File: src/sv/pal_pkg.sv
// shared constants and types for the positional array list unit
// no dependencies; imported by the channel interfaces, the top level and the checker
package pal_pkg;

  // list storage size and derived widths
  localparam int CAPACITY = 32;
  localparam int ADDR_W   = $clog2(CAPACITY);
  localparam int CNT_W    = $clog2(CAPACITY + 1);
  localparam int POS_W    = 6;
  localparam int CMP_W    = (CNT_W > POS_W) ? CNT_W : POS_W;
  localparam int MAX_OUT  = 32;

  // field widths
  localparam int TYPE_W   = 3;
  localparam int DATA_W   = 32;
  localparam int STATUS_W = 2;
  localparam int INDEX_W  = 5;
  localparam int COUNT_W  = 6;

  typedef logic [TYPE_W-1:0]          req_type_t;
  typedef logic [POS_W-1:0]           position_t;
  typedef logic signed [DATA_W-1:0]   value_t;
  typedef logic [STATUS_W-1:0]        status_t;
  typedef logic [INDEX_W-1:0]         index_t;
  typedef logic [COUNT_W-1:0]         count_t;

  // request kinds
  localparam req_type_t REQ_INSERT    = 3'd0;
  localparam req_type_t REQ_DEL_FIRST = 3'd1;
  localparam req_type_t REQ_DEL_MID   = 3'd2;
  localparam req_type_t REQ_DEL_LAST  = 3'd3;
  localparam req_type_t REQ_READOUT   = 3'd4;

  // result status codes
  localparam status_t ST_OK     = 2'd0;
  localparam status_t ST_BADPOS = 2'd1;
  localparam status_t ST_EMPTY  = 2'd2;
  localparam status_t ST_FULL   = 2'd3;

endpackage

File: src/sv/pal_req_if.sv
// request channel: valid/ready handshake with the list request payload
// depends on pal_pkg
interface pal_req_if;
  import pal_pkg::*;

  logic      valid;
  logic      ready;
  req_type_t req_type;
  position_t position;
  value_t    value;

  modport source (output valid, output req_type, output position, output value,
                  input ready);
  modport sink (input valid, input req_type, input position, input value,
                output ready);
endinterface

File: src/sv/pal_rsp_if.sv
// result channel: valid/ready handshake with the list result payload
// depends on pal_pkg
interface pal_rsp_if;
  import pal_pkg::*;

  logic    valid;
  logic    ready;
  status_t status;
  value_t  entry_value;
  index_t  entry_index;
  count_t  entry_count;
  logic    last;

  modport source (output valid, output status, output entry_value, output entry_index,
                  output entry_count, output last, input ready);
  modport sink (input valid, input status, input entry_value, input entry_index,
                input entry_count, input last, output ready);
endinterface

File: src/sv/positional_array_list_unit.sv
// positional array list: ordered list of signed values held in one synchronous memory
// depends on pal_pkg, pal_req_if, pal_rsp_if
// timing: status-only requests and edits that move no entry load their result straight into
//   the result register when the request is accepted; an insert moves count-position entries
//   before its result, a delete moves count-at-1 entries before its result
// throughput: one memory entry moved per cycle over the single read and write port;
//   readout gives one result per cycle while the result slot is free, from registered read data
// reset: synchronous rst empties the list (count zero); the memory itself is not cleared
module positional_array_list_unit (
  input  logic clk,
  input  logic rst,
  pal_req_if.sink   req,
  pal_rsp_if.source rsp
);
  import pal_pkg::*;

  // sequencer states
  localparam logic [2:0] S_IDLE = 3'd0;
  localparam logic [2:0] S_SHUP = 3'd1;
  localparam logic [2:0] S_INSW = 3'd2;
  localparam logic [2:0] S_SHDN = 3'd3;
  localparam logic [2:0] S_READ = 3'd4;
  localparam logic [2:0] S_DONE = 3'd5;

  logic [2:0]        state, state_next;
  logic [CNT_W-1:0]  count, count_next;
  logic [ADDR_W-1:0] wptr, wptr_next;
  logic [ADDR_W-1:0] pos_r, pos_next;
  logic [DATA_W-1:0] val_r, val_next;

  // list memory
  logic [DATA_W-1:0] mem [CAPACITY];
  logic [DATA_W-1:0] rd_data;
  logic              mem_we, mem_re;
  logic [ADDR_W-1:0] waddr, raddr;
  logic [DATA_W-1:0] wdata;

  // result staging
  logic              slot_free, accept, load;
  status_t           o_status;
  logic [DATA_W-1:0] o_value;
  index_t            o_index;
  logic              o_last;
  logic              rd_last;
  logic [ADDR_W-1:0] mid_at;

  assign slot_free = !rsp.valid || rsp.ready;
  assign req.ready = (state == S_IDLE) && slot_free;
  assign accept    = req.valid && req.ready;
  assign mid_at    = (req.req_type == REQ_DEL_MID) ? ADDR_W'(count >> 1) : '0;
  assign rd_last   = ((CNT_W + 1)'(wptr) + 1'b1 == (CNT_W + 1)'(count)) ||
                     (32'(wptr) == MAX_OUT - 1);

  // sequencer and memory control
  always_comb begin
    state_next = state;
    count_next = count;
    wptr_next  = wptr;
    pos_next   = pos_r;
    val_next   = val_r;
    mem_we     = 1'b0;
    waddr      = wptr;
    wdata      = rd_data;
    mem_re     = 1'b0;
    raddr      = wptr;
    load       = 1'b0;
    o_status   = ST_OK;
    o_value    = '0;
    o_index    = '0;
    o_last     = 1'b1;
    case (state)
      S_IDLE: begin
        if (accept) begin
          case (req.req_type)
            REQ_INSERT: begin
              if (32'(count) == CAPACITY) begin
                load     = 1'b1;
                o_status = ST_FULL;
              end else if (CMP_W'(req.position) > CMP_W'(count)) begin
                load     = 1'b1;
                o_status = ST_BADPOS;
              end else if (CMP_W'(req.position) == CMP_W'(count)) begin
                mem_we     = 1'b1;
                waddr      = ADDR_W'(req.position);
                wdata      = req.value;
                count_next = count + 1'b1;
                load       = 1'b1;
              end else begin
                mem_re     = 1'b1;
                raddr      = ADDR_W'(count - 1'b1);
                wptr_next  = ADDR_W'(count);
                pos_next   = ADDR_W'(req.position);
                val_next   = req.value;
                state_next = S_SHUP;
              end
            end
            REQ_DEL_FIRST, REQ_DEL_MID: begin
              if (count == '0) begin
                load     = 1'b1;
                o_status = ST_EMPTY;
              end else if (CNT_W'(mid_at) + 1'b1 < count) begin
                mem_re     = 1'b1;
                raddr      = mid_at + 1'b1;
                wptr_next  = mid_at;
                state_next = S_SHDN;
              end else begin
                count_next = count - 1'b1;
                load       = 1'b1;
              end
            end
            REQ_DEL_LAST: begin
              load = 1'b1;
              if (count == '0) begin
                o_status = ST_EMPTY;
              end else begin
                count_next = count - 1'b1;
              end
            end
            REQ_READOUT: begin
              if (count == '0) begin
                load     = 1'b1;
                o_status = ST_EMPTY;
              end else begin
                mem_re     = 1'b1;
                raddr      = '0;
                wptr_next  = '0;
                state_next = S_READ;
              end
            end
            default: begin
              load = 1'b1;
            end
          endcase
        end
      end
      // move entries up, top first, until the insert slot is open
      S_SHUP: begin
        mem_we = 1'b1;
        waddr  = wptr;
        wdata  = rd_data;
        if (wptr == pos_r + 1'b1) begin
          state_next = S_INSW;
        end else begin
          mem_re    = 1'b1;
          raddr     = wptr - ADDR_W'(2);
          wptr_next = wptr - 1'b1;
        end
      end
      // write the new value into the open slot
      S_INSW: begin
        mem_we     = 1'b1;
        waddr      = pos_r;
        wdata      = val_r;
        count_next = count + 1'b1;
        state_next = S_DONE;
      end
      // move entries down over the deleted one
      S_SHDN: begin
        mem_we = 1'b1;
        waddr  = wptr;
        wdata  = rd_data;
        if (CNT_W'(wptr) + CNT_W'(2) < count) begin
          mem_re    = 1'b1;
          raddr     = wptr + ADDR_W'(2);
          wptr_next = wptr + 1'b1;
        end else begin
          count_next = count - 1'b1;
          state_next = S_DONE;
        end
      end
      // stream entries out, one per cycle when the result slot is free
      S_READ: begin
        if (slot_free) begin
          load    = 1'b1;
          o_value = rd_data;
          o_index = INDEX_W'(wptr);
          o_last  = rd_last;
          if (rd_last) begin
            state_next = S_IDLE;
          end else begin
            mem_re    = 1'b1;
            raddr     = wptr + 1'b1;
            wptr_next = wptr + 1'b1;
          end
        end
      end
      S_DONE: begin
        if (slot_free) begin
          load       = 1'b1;
          state_next = S_IDLE;
        end
      end
      default: begin
        state_next = S_IDLE;
      end
    endcase
  end

  // memory ports; read data holds while no read is issued
  always_ff @(posedge clk) begin
    if (mem_we) begin
      mem[waddr] <= wdata;
    end
    if (mem_re) begin
      rd_data <= mem[raddr];
    end
  end

  // control registers
  always_ff @(posedge clk) begin
    if (rst) begin
      state <= S_IDLE;
      count <= '0;
    end else begin
      state <= state_next;
      count <= count_next;
    end
    wptr  <= wptr_next;
    pos_r <= pos_next;
    val_r <= val_next;
  end

  // result register
  always_ff @(posedge clk) begin
    if (rst) begin
      rsp.valid <= 1'b0;
    end else if (load) begin
      rsp.valid <= 1'b1;
    end else if (rsp.ready) begin
      rsp.valid <= 1'b0;
    end
    if (load) begin
      rsp.status      <= o_status;
      rsp.entry_value <= $signed(o_value);
      rsp.entry_index <= o_index;
      rsp.entry_count <= COUNT_W'(count_next);
      rsp.last        <= o_last;
    end
  end

endmodule

File: src/flat_wrapper.sv
// flat-port wrapper written by rule: the top's interface ports become plain ports
module positional_array_list_unit_flat import pal_pkg::*;
  (clk, rst, req_valid, req_req_type, req_position, req_value, req_ready, rsp_valid, rsp_status, rsp_entry_value, rsp_entry_index, rsp_entry_count, rsp_last, rsp_ready);
  pal_req_if req_i ();
  pal_rsp_if rsp_i ();
  input  logic clk;
  input  logic rst;
  input wire logic [$bits(req_i.valid)-1:0] req_valid;
  input wire logic [$bits(req_i.req_type)-1:0] req_req_type;
  input wire logic [$bits(req_i.position)-1:0] req_position;
  input wire logic [$bits(req_i.value)-1:0] req_value;
  output wire logic [$bits(req_i.ready)-1:0] req_ready;
  output wire logic [$bits(rsp_i.valid)-1:0] rsp_valid;
  output wire logic [$bits(rsp_i.status)-1:0] rsp_status;
  output wire logic [$bits(rsp_i.entry_value)-1:0] rsp_entry_value;
  output wire logic [$bits(rsp_i.entry_index)-1:0] rsp_entry_index;
  output wire logic [$bits(rsp_i.entry_count)-1:0] rsp_entry_count;
  output wire logic [$bits(rsp_i.last)-1:0] rsp_last;
  input wire logic [$bits(rsp_i.ready)-1:0] rsp_ready;
  assign req_i.valid = req_valid;
  assign req_i.req_type = req_req_type;
  assign req_i.position = req_position;
  assign req_i.value = req_value;
  assign req_ready = req_i.ready;
  assign rsp_valid = rsp_i.valid;
  assign rsp_status = rsp_i.status;
  assign rsp_entry_value = rsp_i.entry_value;
  assign rsp_entry_index = rsp_i.entry_index;
  assign rsp_entry_count = rsp_i.entry_count;
  assign rsp_last = rsp_i.last;
  assign rsp_i.ready = rsp_ready;
  positional_array_list_unit u_core (.clk(clk), .rst(rst), .req(req_i), .rsp(rsp_i));
endmodule
File: config.mk
export PLATFORM = sky130hd
export DESIGN_NAME = positional_array_list_unit_flat
export DESIGN_NICKNAME = d
export VERILOG_FILES = /design/src/sv/pal_pkg.sv /design/src/sv/pal_req_if.sv /design/src/sv/pal_rsp_if.sv /design/src/sv/positional_array_list_unit.sv /design/src/flat_wrapper.sv
export SDC_FILE = /design/constraint.sdc
export NUM_CORES = 1
export LEC_CHECK = 0
export ABC_CLOCK_PERIOD_IN_PS = 7200
export BUFFER_PORTS_ARGS = -buffer_cell sky130_fd_sc_hd__buf_2
export CAP_MARGIN = 20
export CORE_AREA = 3 3 406 408
export CTS_CLUSTER_DIAMETER = 50
export CTS_CLUSTER_SIZE = 28
export DETAILED_ROUTE_END_ITERATION = 10
export DIE_AREA = 0 0 409 411
export HOLD_SLACK_MARGIN = 0.08
export PLACE_DENSITY = 0.42
export SETUP_SLACK_MARGIN = 0.4
export SKIP_LAST_GASP = 1
export SLEW_MARGIN = 20
export SYNTH_ARGS = -nofsm -noshare
export SYNTH_HDL_FRONTEND = slang
export SYNTH_SLANG_ARGS = --single-unit
File: constraint.sdc
create_clock -name clk -period 7.2 [get_ports clk]
set_input_delay 1.08 -clock clk [delete_from_list [all_inputs] [get_ports clk]]
set_output_delay 1.08 -clock clk [all_outputs]
set_load 0.01 [all_outputs]
== Yosys cells after proc, flatten, opt, wreduce, memory -nomap -nowiden ==
Memory sizes are Yosys's and may differ from the RTL's. A register that Yosys moved wholly into a read port is not among the register bits.
Index checks and enable logic that the tools add are counted.
Widths: inputs -> output; s select.

* Bits in latches: 0
* Output and inout bits: 48
* RAM bits: 1,024
* Memory bits (read-only): 0
* Word-level logic and storage cells: 173
* Bits in registers: 98
* Bits of input ports: 45
* Memories kept: 1

{| class="wikitable"
|+ Memory list
! memory !! depth !! bits a word !! rd ports !! clocked after Yosys merged registers in !! wr ports !! line !! source
|-
| u_core.mem || 32 || 32 || 1 || 1 || 1 || positional_array_list_unit.sv:32 || <nowiki>logic [DATA_W-1:0] mem [CAPACITY];</nowiki>
|}

* Reduce and logical (&&, ||, !) cells: 19
* Multipliers: 0
* Eq/ne operators: 29
* Div/mod/pow operators: 0
* Add/subtract/negate cells: 11
* Magnitude comparators: 3
* Shift-type cells: 0
* Bitwise gates (word level): 3
* Mux-type cells: 96

{| class="wikitable"
|+ Operators by type and width
! kind !! count
|-
| $mux 32 || 5
|-
| $mux 5 || 25
|-
| $pmux 32 s2 || 1
|-
| $mux 6 || 8
|-
| $pmux 5 s4 || 2
|-
| $mux 3 || 12
|-
| $pmux 6 s3 || 2
|-
| $pmux 5 s3 || 2
|-
| $mux 1 || 28
|-
| $ne 3x3->1 const B || 6
|-
| $pmux 3 s6 || 1
|-
| $add 5x1->5 const B || 3
|-
| $reduce_and 13->1 || 1
|-
| $add 5x1->6 const B || 2
|-
| $eq 3x2->1 const B || 4
|-
| $lt 6x6->1 || 2
|-
| $ne 2x1->1 const B || 6
|-
| $pmux 5 s2 || 1
|-
| $reduce_and 10->1 || 1
|-
| $eq 3x3->1 const B || 3
|-
| $pmux 3 s3 || 1
|-
| $eq 7x6->1 || 1
|-
| $add 5x2->6 const B || 1
|-
| $add 6x1->6 const B || 1
|-
| 30 further kinds || 42
|}

== Logic depth before layout (Yosys ltp) ==
* Word-level depth: 10
* Mapped depth: 24

== Least setup slack after synthesis ==
No wires, ideal clock.

* Path type: input-to-reg
* Start point: input port req_req_type[0]
* End point: register u_core.rd_data[22], read port of u_core.mem, data pin
* Slack: 1.564 ns
* Data required time: 6.942 ns
* Setup time: 0.258 ns
* Arrival: 5.378 ns
* Stages: 12
* Path buffers: 2
* Path through: buf_4 -> or3_1 -> a21oi_2 -> nand4_1 -> nor2_1 -> a32oi_1 -> o221ai_4 -> buf_4 -> mux2_2 -> a221oi_1 -> a2bb2oi_1 -> o221a_1

* Longest elaborated chain between the ends: 9

{| class="wikitable"
|+ Ends and longest elaborated chain
! what !! line !! source
|-
| start: declaration || flat_wrapper.sv:9 || <nowiki>input wire logic [$bits(req_i.req_type)-1:0] req_req_type;</nowiki>
|-
| $eq 3x2->1 || positional_array_list_unit.sv:50, positional_array_list_unit.sv:74 ||
|-
| $mux 5 || positional_array_list_unit.sv:50 || <nowiki>assign mid_at = (req.req_type == REQ_DEL_MID) ? ADDR_W'(count >> 1) : '0;</nowiki>
|-
| $add 5x1->6 || positional_array_list_unit.sv:101 || <nowiki>end else if (CNT_W'(mid_at) + 1'b1 < count) begin</nowiki>
|-
| $lt 6x6->1 || positional_array_list_unit.sv:101 ||
|-
| $mux 5 / $mux 1 (equally long branches) || positional_array_list_unit.sv:101 ||
|-
| $mux 5 / $mux 1 (equally long branches) || positional_array_list_unit.sv:98 || <nowiki>if (count == '0) begin</nowiki>
|-
| $pmux 5 s3 / $pmux 1 s3 (equally long branches) || positional_array_list_unit.sv:74 || <nowiki>case (req.req_type)</nowiki>
|-
| $mux 5 / $mux 1 (equally long branches) || positional_array_list_unit.sv:73 || <nowiki>if (accept) begin</nowiki>
|-
| $pmux 5 s4 / $pmux 1 s4 (equally long branches) || positional_array_list_unit.sv:71 || <nowiki>case (state)</nowiki>
|-
| end: declaration || positional_array_list_unit.sv:33 || <nowiki>logic [DATA_W-1:0] rd_data;</nowiki>
|}

Several ways; a longest one is shown, not always the timed one.
A chain may end at the register's enable or synchronous reset.

== Worst setup path after layout ==
* Start point: register u_core.wptr[1]
* End point: register u_core.rd_data[9], read port of u_core.mem, data pin

* Longest elaborated chain between the ends: 6

{| class="wikitable"
|+ Ends and longest elaborated chain
! what !! line !! source
|-
| start: declaration || positional_array_list_unit.sv:27 || <nowiki>logic [ADDR_W-1:0] wptr, wptr_next;</nowiki>
|-
| start signal: assignment || positional_array_list_unit.sv:218 || <nowiki>wptr <= wptr_next;</nowiki>
|-
| parallel branches: the longest is 6 deep, another holds $add 5x2->6 || n/a ||
|}

Several ways; the timed one is not identified.

==> flow_metrics.env <==
export IMPL_crit_top_cell="ha_1"
export IMPL_post_route_min_period_ns=5.78
export IMPL_avgViaCountPerCell=5.40
export IMPL_dpl_hpwl_mm=90.6
export IMPL_rows=148
export IMPL_synth_commonest_cells="edfxtp_1, nand2_1, and3_1"
export IMPL_critPathBufInv=2
export IMPL_cts_buffer_depth=3
export IMPL_netlist_area_um2=48300
export IMPL_setup_worst_path_start_class="register"
export IMPL_setup_viol=0
export IMPL_overflow=0
export IMPL_port_buffers=92
export IMPL_vias=30800
export IMPL_htreeDepth=4
export IMPL_power_density_nw_per_um2=459
export IMPL_yosys_register_bits=1154
export IMPL_yosysWarnings=0
export IMPL_drt_iter0_drc=2985
export IMPL_r2r_slack_ns=1.42
export IMPL_cts_root_buffer="clkbuf_16"
export IMPL_async_flop_share=0
export IMPL_drc=0
export IMPL_cap_violations=0
export IMPL_cts_setup_buffers=0
export IMPL_crit_slowest_cell="o41ai_1"
export IMPL_synth_nets=3396
export IMPL_synthToLayoutAreaGrowth_pct=18.1
export IMPL_fp_dieArea_um2=168000
export IMPL_hold_ws_ns=0.504
export IMPL_start_util=0.298
export IMPL_power_leakage_nw=19.0
export IMPL_drt_pass1_iterations=5
export IMPL_cp_cell_sequence="clkinv_1, ha_1, ha_1, o21ai_0, a21oi_1, o41ai_1, nand3_1, a211oi_1, o221ai_4, nand2b_2, buf_4, o221a_1, a2111oi_0, o211a_1"
export IMPL_final_hold_violation_count=0
export IMPL_slew_violations=0
export IMPL_synth_edf_count=1144
export IMPL_grt_use_total=0.194
export IMPL_cp_required_ns=7.71
export IMPL_routed_wl_mm=166
export IMPL_outcome="completed"
export IMPL_grt_pass1_vias=30000
export IMPL_end_kind="register"
export IMPL_setup_tns_final_ns=0
export IMPL_clkSlewWorstSetupHoldPaths_ns=0.06
export IMPL_criticalPathCategory="reg -> reg"
export IMPL_crit_start="u_core.wptr[1]"
export IMPL_hold_depth=1
export IMPL_nets=3506
export IMPL_synthCells=3325
export IMPL_critPathMaxFanout=24
export IMPL_cts_resized=0
export IMPL_min_to="u_core.val_r[14]"
export IMPL_syn_area_per_cell_um2=14.5
export IMPL_skew_ns=0.0342
export IMPL_peakVddDrop_mv=0.306
export IMPL_cts_tree="done"
export IMPL_rsz0062_at_grt="no"
export IMPL_coreArea_um2=162000
export IMPL_grt_max_degree=83
export IMPL_die_h_um=411
export IMPL_die_x_um=409
export IMPL_reg2regPathDepth=14
export IMPL_antenna_left=0
export IMPL_ys_seq_area_frac=0.716
export IMPL_wl_per_cell_um=29.1
export IMPL_cts_inserted_buffers=133
export IMPL_insertion_delay_ns=0.77
export IMPL_timing_critical_path_max_delay_family="compound AO/OA/AOI/OAI gates"
export IMPL_synth_largest_type_area_fraction=0.712
export IMPL_tightest_slew_ns=1.01
export IMPL_ys_types=90
export IMPL_pin_count=93
export IMPL_grt_pass1_wl_mm=234
export IMPL_antenna_found_initial=7
export IMPL_max_freq_ghz=0.173
export IMPL_yosysTopAreaCell="edfxtp_1"
export IMPL_hp_start="req_value[14]"
export IMPL_netlist_top_cells_area="edfxtp_1, nand2_1, and3_1, a211oi_1, mux2i_1"
export IMPL_slew_limit_headroom=0.327
export IMPL_worstPathArrival_ns=6.29
export IMPL_synth_main_ff_cell="edfxtp_1"
export IMPL_slowest_delay_ns=0.71
export IMPL_drive_above_1_share=0.158
export IMPL_holdCritPathClass="in -> reg"
export IMPL_r2r_start="u_core.wptr[1]"
export IMPL_place_gp_congestion=0.848
export IMPL_yosysMostFrequentCell="edfxtp_1"
export IMPL_numClockSinks=1154
export IMPL_timing_final_crit_share=0.803
export IMPL_rr_endpoint="u_core.rd_data[9]"
export IMPL_cts_hold_buf=0
worst reg2reg max path, stage by stage (launching register included):
cell and delay [ns]:
edfxtp_1 0.59, clkinv_1 0.53, ha_1 0.52, ha_1 0.29, o21ai_0 0.17, a21oi_1 0.10, o41ai_1 0.71, nand3_1 0.27
a211oi_1 0.54, o221ai_4 0.42, nand2b_2 0.20, buf_4 0.50, o221a_1 0.39, a2111oi_0 0.09, o211a_1 0.25
kinds of logic after synthesis:
family                     after synthesis  share of synthesized area
buffers and inverters                  271                     0.0252
muxes                                  142                     0.0297
AOI/OAI and AO/OA                      740                      0.122
adders and majority gates               27                    0.00695
and+or+nand+nor                        963                     0.0951
DFF                                   1154                      0.716
xor gates and xnor gates                28                    0.00508
power breakdown:
| part | internal [mW] | total [mW] | switching (mW) |
|---|---|---|---|
| logic | 3.19 | 10.0 | 6.82 |
| clock network | 4.00 | 6.90 | 2.90 |
| registers | 8.99 | 9.27 | 0.283 |
| total | 16.2 | 26.2 | 10.0 |
metrics by stage:
step / cell area [um^2] / total power [mW] / util / std cells / setup slack, ns
2_1_floorplan: 48300 / 15.3 / - / 3325 / 1.56
3_3_place_gp: 52500 / 19.4 / 0.324 / 5472 / 0.414
3_5_place_dp: 52500 / 19.5 / 0.324 / 5475 / 0.942
4_1_cts: 57000 / 26.4 / 0.352 / 5714 / 1.48
5_1_grt: 57000 / 27.4 / 0.352 / 5714 / 1.20
6_report: 57000 / 26.2 / 0.352 / 5716 / 1.42
layout make-up:
cell class	instances	area [um^2]
diodes	2	5.00
clock buffers	155	3540
repair buffers	229	2030
multi-input cells	1900	13200
flip-flops and latches	1154	34600
fillers	15500	105000
clock inverters	84	905
well taps	2175	2720
inverters	17	63.8
registers in the layout (all words and copies together) (netlist names):
name and count:
u_core.rsp.status 2, u_core.rsp.entry_count 6, u_core.pos_r 5, u_core.count 6, u_core.state 3, u_core.rsp.valid 1, u_core.val_r 32, u_core.wptr 5
u_core.rsp.entry_index 5, u_core.rsp.entry_value 32, u_core.rsp.last 1, u_core.rd_data 32, u_core.mem 1024
metal layers:
metal,global-route usage,vias up,share of wire
met2,0.305,967,0.46
met4,0.0493,0,0.018
li1,-,13500,-
met1,0.283,16200,0.47
met3,0.0257,185,0.054
met5,0,-,0
worst max path at each step:
stage / to / depth (start not counted)
CTS: u_core.rd_data[9] / 14
global placement: u_core.rd_data[5] / 20
global route: u_core.rd_data[9] / 14
finish: u_core.rd_data[9] / 14
floorplan: u_core.rd_data[22] / 12
detailed placement: u_core.rd_data[5] / 21
layout by cell type (no fill, tap or decap), types with 11 or more instances in the layout:
cell type / synthesis / routed
a2111oi_0: 27 / 27
a211oi_1: 191 / 191
a21oi_1: 50 / 50
a2bb2oi_1: 32 / 32
a311o_1: 38 / 38
a311oi_1: 116 / 116
a31oi_2: 0 / 21
a31oi_4: 0 / 11
and3_1: 231 / 231
buf_12: 0 / 40
buf_2: 46 / 92
buf_4: 7 / 95
bufinv_16: 0 / 12
clkbuf_1: 173 / 16
clkbuf_16: 0 / 139
clkinv_1: 3 / 13
clkinv_2: 0 / 21
clkinv_4: 0 / 13
edfxtp_1: 1144 / 1144
ha_1: 26 / 26
inv_1: 13 / 13
inv_6: 0 / 13
mux2i_1: 134 / 134
nand2_1: 498 / 494
nand3_1: 29 / 27
nor2_1: 79 / 43
nor2_4: 1 / 37
nor2b_1: 11 / 11
nor3_1: 14 / 14
o211a_1: 28 / 28
o21ai_0: 55 / 53
o221a_1: 31 / 31
o221ai_1: 12 / 11
o22ai_1: 42 / 42
or3_1: 59 / 59
xnor2_1: 21 / 21
(Power assumes the default switching activity.)
